File: src/rtl/core/sasc_pkg.sv
// ----------------------------------------------------------------------------
// Solar array slew controller package
// Shared types, command and register codes, constants and the pulse width
// function used by the slew controller modules.
// ----------------------------------------------------------------------------
package sasc_pkg;

    // Command codes carried in the command field of an input transaction.
    typedef enum logic [3:0] {
        CMD_TICK           = 4'd0,
        CMD_MANUAL_ANGLE   = 4'd1,
        CMD_CLEAR_OVERRIDE = 4'd2,
        CMD_STABLE_NEEDED  = 4'd3,
        CMD_IS_STABLE      = 4'd4,
        CMD_ATTITUDE       = 4'd5,
        CMD_SUN_OFFSET     = 4'd6,
        CMD_MODE           = 4'd7,
        CMD_FORBID         = 4'd8
    } cmd_t;

    // Array status as reported in the result.
    typedef enum logic [1:0] {
        STATUS_RETRACTED = 2'd0,
        STATUS_AT_REST   = 2'd1,
        STATUS_MOVING    = 2'd2
    } status_t;

    // Configuration register indexes.
    typedef enum logic [1:0] {
        CFG_SLEW_STEP         = 2'd0,
        CFG_ARRIVAL_THRESHOLD = 2'd1,
        CFG_ANGLE_LIMIT       = 2'd2
    } cfg_index_t;

    localparam int CfgIndexW = 2;
    localparam int CfgDataW  = 15;

    // Configuration reset values.
    localparam logic [10:0] SLEW_STEP_RESET         = 11'd100;
    localparam logic [9:0]  ARRIVAL_THRESHOLD_RESET = 10'd100;
    localparam logic [14:0] ANGLE_LIMIT_RESET       = 15'd8500;

    // Mode and submode pair that deploys the array.
    localparam logic [3:0] DEPLOY_MODE    = 4'd7;
    localparam logic [3:0] DEPLOY_SUBMODE = 4'd1;

    // Angle arithmetic constants, all in centidegrees, 18 bit signed.
    localparam logic signed [17:0] HALF_TURN   = 18'sd18000;
    localparam logic signed [17:0] FULL_TURN   = 18'sd36000;
    localparam logic signed [17:0] ANGLE_MAX   = 18'sd32767;
    localparam logic signed [17:0] ANGLE_MIN   = -18'sd32768;

    // Pulse width: floor(1500 + a/9) = floor((13500 + a)/9). The division by
    // nine is a multiply by ceil(2^19/9) and a shift, exact for numerators
    // below 65536.
    localparam logic signed [17:0] PULSE_BIAS        = 18'sd13500;
    localparam logic signed [15:0] SECOND_PANEL_SKEW = 16'sd500;
    localparam logic signed [15:0] FIRST_PANEL_SKEW  = 16'sd0;
    localparam logic [31:0]        DIV9_MULT         = 32'd58255;
    localparam logic [12:0]        PULSE_MAX         = 13'd4095;

    typedef struct packed {
        logic [3:0]         command;
        logic signed [15:0] angle_value;
        logic               flag_value;
        logic [3:0]         mode_value;
        logic [3:0]         submode_value;
    } item_t;

    typedef struct packed {
        logic [10:0] slew_step;
        logic [9:0]  arrival_threshold;
        logic [14:0] angle_limit;
    } cfg_t;

    // State seen by the result stage after an update.
    typedef struct packed {
        logic signed [15:0] angle;
        status_t            status;
        logic               override_active;
    } view_t;

    function automatic logic [11:0] pulse_width(input logic signed [15:0] angle,
                                                input logic signed [15:0] skew);
        logic signed [17:0] v;
        logic [31:0]        prod;
        logic [12:0]        q;
        v    = PULSE_BIAS + 18'(angle) - 18'(skew);
        prod = 32'(v[15:0]) * DIV9_MULT;
        q    = prod[31:19];
        if (v < 18'sd0)
        begin
            pulse_width = 12'd0;
        end
        else if (q > PULSE_MAX)
        begin
            pulse_width = PULSE_MAX[11:0];
        end
        else
        begin
            pulse_width = q[11:0];
        end
    endfunction

endpackage

File: src/rtl/core/sasc_item_if.sv
// ----------------------------------------------------------------------------
// Slew controller input channel
// Valid/ready channel that carries one command transaction.
// ----------------------------------------------------------------------------
interface sasc_item_if;
    logic               valid;
    logic               ready;
    logic [3:0]         command;
    logic signed [15:0] angle_value;
    logic               flag_value;
    logic [3:0]         mode_value;
    logic [3:0]         submode_value;

    modport source (
        output valid, command, angle_value, flag_value, mode_value, submode_value,
        input  ready
    );
    modport sink (
        input  valid, command, angle_value, flag_value, mode_value, submode_value,
        output ready
    );
endinterface

File: src/rtl/core/sasc_result_if.sv
// ----------------------------------------------------------------------------
// Slew controller result channel
// Valid/ready channel that carries the pulse widths and array state.
// ----------------------------------------------------------------------------
interface sasc_result_if;
    logic               valid;
    logic               ready;
    logic [11:0]        pwm_first;
    logic [11:0]        pwm_second;
    logic [1:0]         array_status;
    logic signed [15:0] angle_now;
    logic               override_active;

    modport source (
        output valid, pwm_first, pwm_second, array_status, angle_now, override_active,
        input  ready
    );
    modport sink (
        input  valid, pwm_first, pwm_second, array_status, angle_now, override_active,
        output ready
    );
endinterface

File: src/rtl/core/sasc_cfg_if.sv
// ----------------------------------------------------------------------------
// Slew controller configuration channel
// Valid/ready write channel with a register index and write data.
// ----------------------------------------------------------------------------
interface sasc_cfg_if;
    logic                            valid;
    logic                            ready;
    logic [sasc_pkg::CfgIndexW-1:0]  index;
    logic [sasc_pkg::CfgDataW-1:0]   data;

    modport source (output valid, index, data, input ready);
    modport sink (input valid, index, data, output ready);
endinterface

File: src/rtl/core/solar_array_slew_controller.sv
// ----------------------------------------------------------------------------
// Solar array slew controller
// Servo slew controller for two solar array panels. Each input transaction
// carries one command; each produces exactly one result transaction with the
// two servo pulse widths and the array state after the command.
// ----------------------------------------------------------------------------
//
//  Channel  Direction  Handshake      Payload
//  -------  ---------  -------------  -------------------------------------------
//  item     in         valid / ready  command, angle_value, flag_value,
//                                     mode_value, submode_value
//  result   out        valid / ready  pwm_first, pwm_second, array_status,
//                                     angle_now, override_active
//  cfg      in         valid / ready  index, data (slew step, threshold, limit)
//
//  One transaction per cycle is sustained while the result channel is not
//  stalled. A command is latched in the input register, then the state update
//  and the pulse width multiply run combinationally into the result register.
//  Reset (rst_n low, asynchronous) retracts the array, clears all flags,
//  angles and the sun offset, and loads the configuration reset values.
//  A stall on the result channel holds the result register; the input
//  register keeps accepting while it is empty or moving on in the same cycle.
//  The configuration port is always ready and its writes take effect on the
//  next command.
// ----------------------------------------------------------------------------
module solar_array_slew_controller (
    input  logic           clk,
    input  logic           rst_n,
    sasc_item_if.sink      item,
    sasc_result_if.source  result,
    sasc_cfg_if.sink       cfg
);

    // Input register: one command waits here for the state update.
    logic             in_valid_reg;
    sasc_pkg::item_t  in_item_reg;

    sasc_pkg::cfg_t   cfg_values;
    sasc_pkg::view_t  view_next;
    logic             slot_free;
    logic             advance;

    // The held command moves on whenever the result register can take its
    // result; the state registers update in that same cycle, so commands are
    // applied strictly in order.
    assign advance    = in_valid_reg && slot_free;
    assign item.ready = !in_valid_reg || advance;

    always_ff @(posedge clk or negedge rst_n)
    begin
        if (!rst_n)
        begin
            in_valid_reg <= 1'b0;
        end
        else if (item.valid && item.ready)
        begin
            in_valid_reg <= 1'b1;
        end
        else if (advance)
        begin
            in_valid_reg <= 1'b0;
        end
    end

    always_ff @(posedge clk)
    begin
        if (item.valid && item.ready)
        begin
            in_item_reg.command       <= item.command;
            in_item_reg.angle_value   <= item.angle_value;
            in_item_reg.flag_value    <= item.flag_value;
            in_item_reg.mode_value    <= item.mode_value;
            in_item_reg.submode_value <= item.submode_value;
        end
    end

    sasc_cfg_regs u_cfg_regs (
        .clk        (clk),
        .rst_n      (rst_n),
        .cfg        (cfg),
        .cfg_values (cfg_values)
    );

    sasc_state u_state (
        .clk        (clk),
        .rst_n      (rst_n),
        .update     (advance),
        .item_q     (in_item_reg),
        .cfg_values (cfg_values),
        .view_next  (view_next)
    );

    sasc_out_stage u_out_stage (
        .clk       (clk),
        .rst_n     (rst_n),
        .load      (advance),
        .view_next (view_next),
        .slot_free (slot_free),
        .result    (result)
    );

endmodule

File: src/rtl/core/sasc_cfg_regs.sv
// ----------------------------------------------------------------------------
// Slew controller configuration registers
// Holds slew step, arrival threshold and angle limit; always ready.
// ----------------------------------------------------------------------------
module sasc_cfg_regs (
    input  logic             clk,
    input  logic             rst_n,
    sasc_cfg_if.sink         cfg,
    output sasc_pkg::cfg_t   cfg_values
);

    sasc_pkg::cfg_t cfg_reg;
    sasc_pkg::cfg_t cfg_next;

    assign cfg.ready  = 1'b1;
    assign cfg_values = cfg_reg;

    always_comb
    begin
        cfg_next = cfg_reg;
        if (cfg.valid)
        begin
            unique case (cfg.index)
                sasc_pkg::CFG_SLEW_STEP:
                begin
                    cfg_next.slew_step = cfg.data[10:0];
                end
                sasc_pkg::CFG_ARRIVAL_THRESHOLD:
                begin
                    cfg_next.arrival_threshold = cfg.data[9:0];
                end
                sasc_pkg::CFG_ANGLE_LIMIT:
                begin
                    cfg_next.angle_limit = cfg.data[14:0];
                end
                default:
                begin
                    cfg_next = cfg_reg;
                end
            endcase
        end
    end

    always_ff @(posedge clk or negedge rst_n)
    begin
        if (!rst_n)
        begin
            cfg_reg.slew_step         <= sasc_pkg::SLEW_STEP_RESET;
            cfg_reg.arrival_threshold <= sasc_pkg::ARRIVAL_THRESHOLD_RESET;
            cfg_reg.angle_limit       <= sasc_pkg::ANGLE_LIMIT_RESET;
        end
        else
        begin
            cfg_reg <= cfg_next;
        end
    end

endmodule

File: src/rtl/core/sasc_state.sv
// ----------------------------------------------------------------------------
// Slew controller state update
// Applies one command to the array state: slew ticks, manual override,
// attitude tracking, the sun offset and the mode, stability and forbid flags.
// ----------------------------------------------------------------------------
module sasc_state (
    input  logic              clk,
    input  logic              rst_n,
    input  logic              update,
    input  sasc_pkg::item_t   item_q,
    input  sasc_pkg::cfg_t    cfg_values,
    output sasc_pkg::view_t   view_next
);

    logic signed [15:0] current_angle_reg, current_angle_next;
    logic signed [15:0] target_angle_reg, target_angle_next;
    logic signed [15:0] sun_offset_reg, sun_offset_next;
    sasc_pkg::status_t  status_reg, status_next;
    logic               motion_enabled_reg, motion_enabled_next;
    logic               override_reg, override_next;
    logic               stability_required_reg, stability_required_next;
    logic               craft_stable_reg, craft_stable_next;
    logic               motion_forbidden_reg, motion_forbidden_next;

    // Tick arithmetic.
    logic signed [16:0] diff;
    logic [16:0]        diff_mag;
    logic signed [17:0] step;
    logic signed [17:0] stepped;
    logic signed [15:0] stepped_sat;

    // Attitude arithmetic.
    logic signed [16:0] rel;
    logic signed [17:0] wrapped;
    logic signed [17:0] aim;
    logic signed [17:0] limit;
    logic signed [15:0] aim_clamped;

    always_comb
    begin
        diff     = 17'(target_angle_reg) - 17'(current_angle_reg);
        diff_mag = (diff < 17'sd0) ? 17'(-diff) : 17'(diff);
        step     = 18'($signed({7'd0, cfg_values.slew_step}));
        stepped  = (diff > 17'sd0) ? 18'(current_angle_reg) + step
                                   : 18'(current_angle_reg) - step;
        if (stepped > sasc_pkg::ANGLE_MAX)
        begin
            stepped_sat = sasc_pkg::ANGLE_MAX[15:0];
        end
        else if (stepped < sasc_pkg::ANGLE_MIN)
        begin
            stepped_sat = sasc_pkg::ANGLE_MIN[15:0];
        end
        else
        begin
            stepped_sat = stepped[15:0];
        end
    end

    always_comb
    begin
        rel = 17'(item_q.angle_value) - 17'(sun_offset_reg);
        // The difference is wrapped once only; the clamp bounds the rest.
        if (18'(rel) > sasc_pkg::HALF_TURN)
        begin
            wrapped = 18'(rel) - sasc_pkg::FULL_TURN;
        end
        else if (18'(rel) < -sasc_pkg::HALF_TURN)
        begin
            wrapped = 18'(rel) + sasc_pkg::FULL_TURN;
        end
        else
        begin
            wrapped = 18'(rel);
        end
        aim   = -wrapped;
        limit = 18'($signed({3'd0, cfg_values.angle_limit}));
        if (aim > limit)
        begin
            aim_clamped = limit[15:0];
        end
        else if (aim < -limit)
        begin
            aim_clamped = 16'(-limit);
        end
        else
        begin
            aim_clamped = aim[15:0];
        end
    end

    always_comb
    begin
        current_angle_next      = current_angle_reg;
        target_angle_next       = target_angle_reg;
        sun_offset_next         = sun_offset_reg;
        status_next             = status_reg;
        motion_enabled_next     = motion_enabled_reg;
        override_next           = override_reg;
        stability_required_next = stability_required_reg;
        craft_stable_next       = craft_stable_reg;
        motion_forbidden_next   = motion_forbidden_reg;

        unique case (item_q.command)
            sasc_pkg::CMD_TICK:
            begin
                if ((status_reg != sasc_pkg::STATUS_RETRACTED) && motion_enabled_reg &&
                    !motion_forbidden_reg)
                begin
                    if (diff_mag <= 17'(cfg_values.arrival_threshold))
                    begin
                        current_angle_next = target_angle_reg;
                        status_next        = sasc_pkg::STATUS_AT_REST;
                    end
                    else
                    begin
                        current_angle_next = stepped_sat;
                        status_next        = sasc_pkg::STATUS_MOVING;
                    end
                end
            end
            sasc_pkg::CMD_MANUAL_ANGLE:
            begin
                status_next         = sasc_pkg::STATUS_AT_REST;
                override_next       = 1'b1;
                target_angle_next   = item_q.angle_value;
                motion_enabled_next = 1'b1;
            end
            sasc_pkg::CMD_CLEAR_OVERRIDE:
            begin
                override_next = 1'b0;
            end
            sasc_pkg::CMD_STABLE_NEEDED:
            begin
                stability_required_next = item_q.flag_value;
            end
            sasc_pkg::CMD_IS_STABLE:
            begin
                craft_stable_next = item_q.flag_value;
            end
            sasc_pkg::CMD_ATTITUDE:
            begin
                if ((status_reg != sasc_pkg::STATUS_RETRACTED) && !override_reg)
                begin
                    if (stability_required_reg && !craft_stable_reg)
                    begin
                        motion_enabled_next = 1'b0;
                    end
                    else
                    begin
                        target_angle_next   = aim_clamped;
                        motion_enabled_next = 1'b1;
                    end
                end
            end
            sasc_pkg::CMD_SUN_OFFSET:
            begin
                sun_offset_next = item_q.angle_value;
            end
            sasc_pkg::CMD_MODE:
            begin
                if ((item_q.mode_value == sasc_pkg::DEPLOY_MODE) &&
                    (item_q.submode_value == sasc_pkg::DEPLOY_SUBMODE))
                begin
                    status_next = sasc_pkg::STATUS_AT_REST;
                end
            end
            sasc_pkg::CMD_FORBID:
            begin
                motion_forbidden_next = item_q.flag_value;
            end
            default:
            begin
                // Undefined commands leave the state alone.
                status_next = status_reg;
            end
        endcase
    end

    assign view_next.angle           = current_angle_next;
    assign view_next.status          = status_next;
    assign view_next.override_active = override_next;

    always_ff @(posedge clk or negedge rst_n)
    begin
        if (!rst_n)
        begin
            current_angle_reg      <= '0;
            target_angle_reg       <= '0;
            sun_offset_reg         <= '0;
            status_reg             <= sasc_pkg::STATUS_RETRACTED;
            motion_enabled_reg     <= 1'b0;
            override_reg           <= 1'b0;
            stability_required_reg <= 1'b0;
            craft_stable_reg       <= 1'b0;
            motion_forbidden_reg   <= 1'b0;
        end
        else if (update)
        begin
            current_angle_reg      <= current_angle_next;
            target_angle_reg       <= target_angle_next;
            sun_offset_reg         <= sun_offset_next;
            status_reg             <= status_next;
            motion_enabled_reg     <= motion_enabled_next;
            override_reg           <= override_next;
            stability_required_reg <= stability_required_next;
            craft_stable_reg       <= craft_stable_next;
            motion_forbidden_reg   <= motion_forbidden_next;
        end
    end

endmodule

File: src/rtl/core/sasc_out_stage.sv
// ----------------------------------------------------------------------------
// Slew controller result stage
// Converts the updated angle to two servo pulse widths and holds the result
// transaction until the downstream side takes it.
// ----------------------------------------------------------------------------
module sasc_out_stage (
    input  logic              clk,
    input  logic              rst_n,
    input  logic              load,
    input  sasc_pkg::view_t   view_next,
    output logic              slot_free,
    sasc_result_if.source     result
);

    logic               valid_reg;
    logic [11:0]        pwm_first_reg;
    logic [11:0]        pwm_second_reg;
    logic [1:0]         status_reg;
    logic signed [15:0] angle_reg;
    logic               override_reg;

    assign slot_free = !valid_reg || result.ready;

    always_ff @(posedge clk or negedge rst_n)
    begin
        if (!rst_n)
        begin
            valid_reg <= 1'b0;
        end
        else if (load)
        begin
            valid_reg <= 1'b1;
        end
        else if (result.ready)
        begin
            valid_reg <= 1'b0;
        end
    end

    always_ff @(posedge clk)
    begin
        if (load)
        begin
            pwm_first_reg  <= sasc_pkg::pulse_width(view_next.angle,
                                                    sasc_pkg::FIRST_PANEL_SKEW);
            pwm_second_reg <= sasc_pkg::pulse_width(view_next.angle,
                                                    sasc_pkg::SECOND_PANEL_SKEW);
            status_reg     <= view_next.status;
            angle_reg      <= view_next.angle;
            override_reg   <= view_next.override_active;
        end
    end

    assign result.valid           = valid_reg;
    assign result.pwm_first       = pwm_first_reg;
    assign result.pwm_second      = pwm_second_reg;
    assign result.array_status    = status_reg;
    assign result.angle_now       = angle_reg;
    assign result.override_active = override_reg;

endmodule
File: src/flat_wrapper.sv
// flat-port wrapper written by rule: the top's interface ports become plain ports
module solar_array_slew_controller_flat 
  (clk, rst_n, item_valid, item_command, item_angle_value, item_flag_value, item_mode_value, item_submode_value, item_ready, result_valid, result_pwm_first, result_pwm_second, result_array_status, result_angle_now, result_override_active, result_ready, cfg_valid, cfg_index, cfg_data, cfg_ready);
  sasc_item_if item_i ();
  sasc_result_if result_i ();
  sasc_cfg_if cfg_i ();
  input  logic clk;
  input  logic rst_n;
  input wire logic [$bits(item_i.valid)-1:0] item_valid;
  input wire logic [$bits(item_i.command)-1:0] item_command;
  input wire logic [$bits(item_i.angle_value)-1:0] item_angle_value;
  input wire logic [$bits(item_i.flag_value)-1:0] item_flag_value;
  input wire logic [$bits(item_i.mode_value)-1:0] item_mode_value;
  input wire logic [$bits(item_i.submode_value)-1:0] item_submode_value;
  output wire logic [$bits(item_i.ready)-1:0] item_ready;
  output wire logic [$bits(result_i.valid)-1:0] result_valid;
  output wire logic [$bits(result_i.pwm_first)-1:0] result_pwm_first;
  output wire logic [$bits(result_i.pwm_second)-1:0] result_pwm_second;
  output wire logic [$bits(result_i.array_status)-1:0] result_array_status;
  output wire logic [$bits(result_i.angle_now)-1:0] result_angle_now;
  output wire logic [$bits(result_i.override_active)-1:0] result_override_active;
  input wire logic [$bits(result_i.ready)-1:0] result_ready;
  input wire logic [$bits(cfg_i.valid)-1:0] cfg_valid;
  input wire logic [$bits(cfg_i.index)-1:0] cfg_index;
  input wire logic [$bits(cfg_i.data)-1:0] cfg_data;
  output wire logic [$bits(cfg_i.ready)-1:0] cfg_ready;
  assign item_i.valid = item_valid;
  assign item_i.command = item_command;
  assign item_i.angle_value = item_angle_value;
  assign item_i.flag_value = item_flag_value;
  assign item_i.mode_value = item_mode_value;
  assign item_i.submode_value = item_submode_value;
  assign item_ready = item_i.ready;
  assign result_valid = result_i.valid;
  assign result_pwm_first = result_i.pwm_first;
  assign result_pwm_second = result_i.pwm_second;
  assign result_array_status = result_i.array_status;
  assign result_angle_now = result_i.angle_now;
  assign result_override_active = result_i.override_active;
  assign result_i.ready = result_ready;
  assign cfg_i.valid = cfg_valid;
  assign cfg_i.index = cfg_index;
  assign cfg_i.data = cfg_data;
  assign cfg_ready = cfg_i.ready;
  solar_array_slew_controller u_core (.clk(clk), .rst_n(rst_n), .item(item_i), .result(result_i), .cfg(cfg_i));
endmodule
File: config.mk
export PLATFORM = sky130hd
export DESIGN_NAME = solar_array_slew_controller_flat
export DESIGN_NICKNAME = d
export VERILOG_FILES = /design/src/rtl/core/sasc_pkg.sv /design/src/rtl/core/sasc_item_if.sv /design/src/rtl/core/sasc_result_if.sv /design/src/rtl/core/sasc_cfg_if.sv /design/src/rtl/core/solar_array_slew_controller.sv /design/src/rtl/core/sasc_cfg_regs.sv /design/src/rtl/core/sasc_state.sv /design/src/rtl/core/sasc_out_stage.sv /design/src/flat_wrapper.sv
export SDC_FILE = /design/constraint.sdc
export NUM_CORES = 1
export LEC_CHECK = 0
export BUFFER_PORTS_ARGS = -buffer_cell sky130_fd_sc_hd__buf_2
export CAP_MARGIN = 25
export CORE_MARGIN = 10
export CORE_UTILIZATION = 55
export DETAILED_ROUTE_END_ITERATION = 6
export GPL_TIMING_DRIVEN = 0
export PLACE_DENSITY = 0.85
export RECOVER_POWER = 50
export SYNTH_ARGS = -nofsm -noshare
export SYNTH_HDL_FRONTEND = slang
export SYNTH_SLANG_ARGS = --single-unit
export TNS_END_PERCENT = 1
File: constraint.sdc
create_clock -name clk -period 15.9 [get_ports clk]
set_input_delay 3.18 -clock clk [delete_from_list [all_inputs] [get_ports clk]]
set_output_delay 3.18 -clock clk [all_outputs]
set_load 0.01 [all_outputs]
**Word level (Yosys, flattened, before mapping)**

Cells that the tools add are included.

- Register bits: 165
- Output and inout bits: 46

- Add/sub/neg operators: 11
- Multiply operators: 2
- Magnitude comparators: 13
- Equality and inequality tests: 14
- Muxes and demuxes: 28
- Reduce and logical (&&, ||, !) cells: 29

Operator list:

| kind | count |
|---|---|
| two-way mux 16 bit | 9 |
| multiplier 16 x 16 -> 32 bit (second input constant) | 2 |
| two-way mux 18 bit | 3 |
| less-than comparator 17 x 1 -> 1 bit (second input constant) | 2 |
| subtractor 16 x 16 -> 17 bit | 2 |
| one-hot mux 16 bit (2 select lines) | 1 |
| greater-than comparator 13 x 12 -> 1 bit (second input constant) | 2 |
| two-way mux 12 bit | 2 |
| equality test 4 x 3 -> 1 bit (second input constant) | 5 |
| adder 17 x 17 -> 18 bit (second input constant) | 1 |
| greater-than comparator 18 x 16 -> 1 bit | 1 |
| greater-than comparator 18 x 16 -> 1 bit (second input constant) | 1 |
| less-than comparator 18 x 1 -> 1 bit (second input constant) | 1 |
| less-than comparator 18 x 16 -> 1 bit (second input constant) | 1 |
| less-than comparator 18 bit | 1 |
| negation 15 -> 18 bit | 1 |
| negation 18 bit | 1 |
| subtractor 17 x 10 -> 18 bit (second input constant) | 1 |
| subtractor 17 x 17 -> 18 bit (second input constant) | 1 |
| adder 15 x 16 -> 17 bit (first input constant) | 1 |
| adder 16 x 12 -> 17 bit | 1 |
| greater-than comparator 17 x 1 -> 1 bit (second input constant) | 1 |
| greater-than comparator 17 x 16 -> 1 bit (second input constant) | 1 |
| less-or-equal comparator 17 x 10 -> 1 bit | 1 |
| 23 further kinds | 54 |

**Longest topological paths before layout**

- Word-level depth: 14
- Depth in mapped cells: 63

**Modules after synthesis**

Synthesis repeated with hierarchy kept, for this count alone.

- Cell total of the unflattened synthesis: 2,297
- Area, all modules: 21,410.5 um^2

Modules (own cells, without submodules):

| module | times used | cells an instance | area an instance (um^2) | sequential area each (um^2) |
|---|---|---|---|---|
| sasc_out_stage | 1 | 1,063 | 10,417.5 | 1,316.3 |
| sasc_state | 1 | 1,120 | 8,660.8 | 1,376.3 |
| sasc_cfg_regs | 1 | 80 | 1,401.3 | 914.6 |
| solar_array_slew_controller | 1 | 34 | 930.9 | 895.9 |

**Least setup slack after synthesis**

OpenSTA, ideal clock, no wires.

- Kind: reg-to-reg
- Start point: register u_core.u_state.current_angle_reg[1]
- End point: register u_core.u_out_stage.pwm_second_reg[1] (netlist: u_core.u_out_stage.result.pwm_second[1]) (data pin)
- Arrival time: 14.395 ns
- Required time: 15.621 ns
- Slack: 1.226 ns
- Stages on the path, launching flop included: 58
- Path buffers: 3
- Cell sequence: dfrtp_1 inv_1 ha_1 nand2b_1 a21oi_1 or4_1 a211oi_1 nand4_1 nor4b_2 a21oi_1 clkbuf_1 nor2_1 a21oi_1 fa_1 a211oi_1 o21bai_1 a21oi_1 o21ai_1 (+22 left out) fa_1 fa_1 inv_1 fa_1 inv_1 ha_1 and3_1 a221o_1 a41o_1 o41a_1 a41o_1 nor4_1 nor4b_1 o21a_1 nor2_1 xnor3_1 buf_6 a21oi_2

RTL lines:

| what | RTL line | source |
|---|---|---|
| start, declared | sasc_state.sv:15 | `logic signed [15:0] current_angle_reg, current_angle_next;` |
| start signal, assigned | sasc_state.sv:200 | `current_angle_reg <= current_angle_next;` |
| end signal, assigned | sasc_out_stage.sv:46 | `pwm_second_reg <= sasc_pkg::pulse_width(view_next.angle,` |
| end, declared | sasc_out_stage.sv:17 | `logic [11:0] pwm_second_reg;` |

**Worst setup path in the final report**

- Start point: register u_core.u_state.current_angle_reg[9]
- End point: register u_core.u_out_stage.pwm_second_reg[9] (netlist: u_core.u_out_stage.result.pwm_second[9]) (data pin)

- Longest elaborated chain between the ends: 14
- Elaborated cells between the ends (all ways): 22

RTL lines:

| what | RTL line | source |
|---|---|---|
| subtractor 16 x 16 -> 17 bit | sasc_state.sv:41 | `diff = 17'(target_angle_reg) - 17'(current_angle_reg);` |
| greater-than comparator 17 x 1 -> 1 bit | sasc_state.sv:44 | `stepped = (diff > 17'sd0) ? 18'(current_angle_reg) + step` |
| two-way mux 18 bit | sasc_state.sv:44 |  |
| less-than comparator 18 x 16 -> 1 bit | sasc_state.sv:50 | `else if (stepped < sasc_pkg::ANGLE_MIN)` |
| two-way mux 16 bit | sasc_state.sv:50 |  |
| two-way mux 16 bit | sasc_state.sv:46 | `if (stepped > sasc_pkg::ANGLE_MAX)` |
| two-way mux 16 bit | sasc_state.sv:110 | `if (diff_mag <= 17'(cfg_values.arrival_threshold))` |
| two-way mux 16 bit | sasc_state.sv:107 | `if ((status_reg != sasc_pkg::STATUS_RETRACTED) && motion_enabled_reg &&` |
| two-way mux 16 bit * | sasc_state.sv:104 | `unique case (item_q.command)` |
| adder 15 x 16 -> 17 bit * | sasc_pkg.sv:88 | `v = PULSE_BIAS + 18'(angle) - 18'(skew);` |
| subtractor 17 x 10 -> 18 bit * | sasc_pkg.sv:88 |  |
| multiplier 16 x 16 -> 32 bit | sasc_pkg.sv:89 | `prod = 32'(v[15:0]) * DIV9_MULT;` |
| greater-than comparator 13 x 12 -> 1 bit | sasc_pkg.sv:95 | `else if (q > PULSE_MAX)` |
| two-way mux 12 bit | sasc_pkg.sv:95 |  |

Mark *: on every way between the ends. The rest lies on a longest branch, timed or not.
A chain may end at the register's enable or synchronous reset.

==> impl_metrics.ini <==
[outcome]
outcome = finished with violations
violations = capacitance limit, slew limit

[logic_synthesis]
syn_inst = 2242
avgSynthCellArea_sq_um = 9.27
synthFlopType = dfrtp_1
async_flop_share = 0.564
synth_warnings = 0
syn_nets = 2767
synth_cell_types = 105
yosysSeqAreaShare = 0.217
syn_area_sq_um = 20800
ys_ff_latch = 165
synth_edf_count = 72

[sta]
layout_setup_ws_ns = 0.615
fin_crit_ns = 15.29
min_period_over_period = 0.961
maxSlewHeadroom = -1.17
slew_viol_final = 96
setup_viol = 0
hold_viol_final = 0
fmaxAchievable_ghz = 0.0654
tightest_slew_ns = 3.26
skew_ns = 0.0144

[routing]
drtPass1Iterations = 7
viasPerCell = 5.93
drc = 0
drt_iter0_markers = 1276
route.detailed.wl_per_inst_microns = 18.4
ant_nets = 0
wl_microns = 53300
via_count = 17200

[grt]
overflow = 0
grtUsageTotal = 0.228
grt_pass1_vias = 17600
grt_max_degree = 58
grt_pass1_wl_microns = 87400
antenna_found_initial = 0

[critical_path]
rrSetupSlack_ns = 0.61
cpPeakStageDelay_ns = 0.56
cp-end-kind = flip-flop
start_kind = flip-flop
critPathMostFrequentCell = inv_1
path_max_fanout = 10
path_class = reg2reg
arrival_ns = 15.47
required_ns = 16.08
slowest_stage = fa_1

[finish]
layout_commonest_cell = ha_1
n_antenna_cell = 0
areaGrowthSynthToFinish_pct = 9.73
drive_above_1_share = 0.121
final_cell_mix = 354 x ha_1, 346 x inv_1, 134 x nand2_1
largest_reg_flops = 36
nets = 2893

[floorplanning]
dieArea_sq_um = 46000
start_util = 0.554
coreArea_sq_um = 37500
dieHeight_microns = 214
io_pins = 97
num_rows = 71
die_w_microns = 214

[clock_tree]
cts.path.max_buffers = 2
clock-sinks = 165
cts_buffers = 17
cts_root_buf = clkbuf_16
clk_latency_ns = 0.45
cts_tree = built
clkTransAtPathRegs_ns = 0.07
htree_levels = 4

[placement]
place_ws_ns = -1.27
place.gp.congestion = 0.969
hpwl_microns = 43100
numPortBuffers = 95

[run]
maxCapViolations = 2

[hold_path]
hold_class = reg2reg
## cells in the mapped netlist (42+ instances only)
cell        n  area [sq um]
fa_1      119          2380
ha_1      355          4440
nor2_1    106           398
dfrtp_1    82          2050
inv_1     346          1300
edfxtp_1   72          2160
nor3_1     45           225
xor2_1     55           482
xnor2_1    87           762
clkbuf_1   43           161
o21a_1     45           338
a21oi_1   118           591
o21ai_0   101           505
mux2_2     53           597
nand2_1   135           507
a21o_1     42           315
## through the flow
step / util / instances / setup TNS, ns / instance area, sq um / hold WS, ns
6_report: 0.608 / 2892 / 0 / 22800 / 0.485
2_1_floorplan: - / 2242 / 0 / 20800 / 0.439
3_5_place_dp: 0.586 / 2852 / -23.95 / 22000 / 0.473
5_1_grt: 0.608 / 2892 / -0.554 / 22800 / 0.511
3_3_place_gp: 0.584 / 2848 / -15.92 / 21900 / 0.463
4_1_cts: 0.604 / 2883 / 0 / 22600 / 0.487
## cell type report
class	instances	area, sq um
plain buffers	47	196
multi-input cells	1679	15000
inverters	350	1320
well taps	511	639
flip-flops and latches	165	4500
clock buffers	24	500
clock inverters	8	61.3
fillers	3070	14700
repair buffers	108	562
## path summary, 6_finish.rpt
check	start	end	depth (start not counted)
min in group asynchronous	rst_n	u_core.u_cfg_regs.cfg_values[14]	1
worst min register to register	u_core.u_state.motion_enabled_reg	u_core.u_state.motion_enabled_reg	2
worst max register to register	u_core.u_state.current_angle_reg[9]	u_core.u_out_stage.result.pwm_second[9]	58
worst max-delay path	u_core.u_state.current_angle_reg[9]	u_core.u_out_stage.result.pwm_second[9]	58
max in group asynchronous	rst_n	u_core.u_state.current_angle_reg[4]	2
worst min-delay path	u_core.u_state.motion_enabled_reg	u_core.u_state.motion_enabled_reg	2
## layer usage
layer	GRT usage	wire (microns)	vias up
li1	-	-	8066
met1	0.278	22000	8275
met2	0.392	25800	664
met3	0.0394	3690	152
met4	0.0917	1860	0
met5	0	0	-
## logic make-up after synthesis
kind of cell,share of synthesized area
and+or+nand+nor,0.126
DFF,0.217
AOI/OAI and AO/OA,0.155
xor gates and xnor gates,0.0633
adders and majority gates,0.331
muxes,0.0345
other,0.000180
buffers and inverters,0.0727
## critical path, delay by kind of cell (launching register included)
kind,cells,cell delay (ns)
buffers and inverters,11,1.38
XOR/XNOR,6,1.40
adder cells (fa/ha/maj),11,4.15
flip-flops,1,0.44
AND/OR/NAND/NOR,11,2.71
AO/OA/AOI/OAI,19,4.90
## timing repair
item,4_1_cts,5_1_grt
setup endpoints to repair,24,24
setup buffers,0,9
hold buffers,0,0
gates resized for setup,16,30
pin swaps,1,7
cloned,0,0
Power is not shown: default switching activity piles up to over one toggle a cycle in this logic, so the estimate is an artifact.
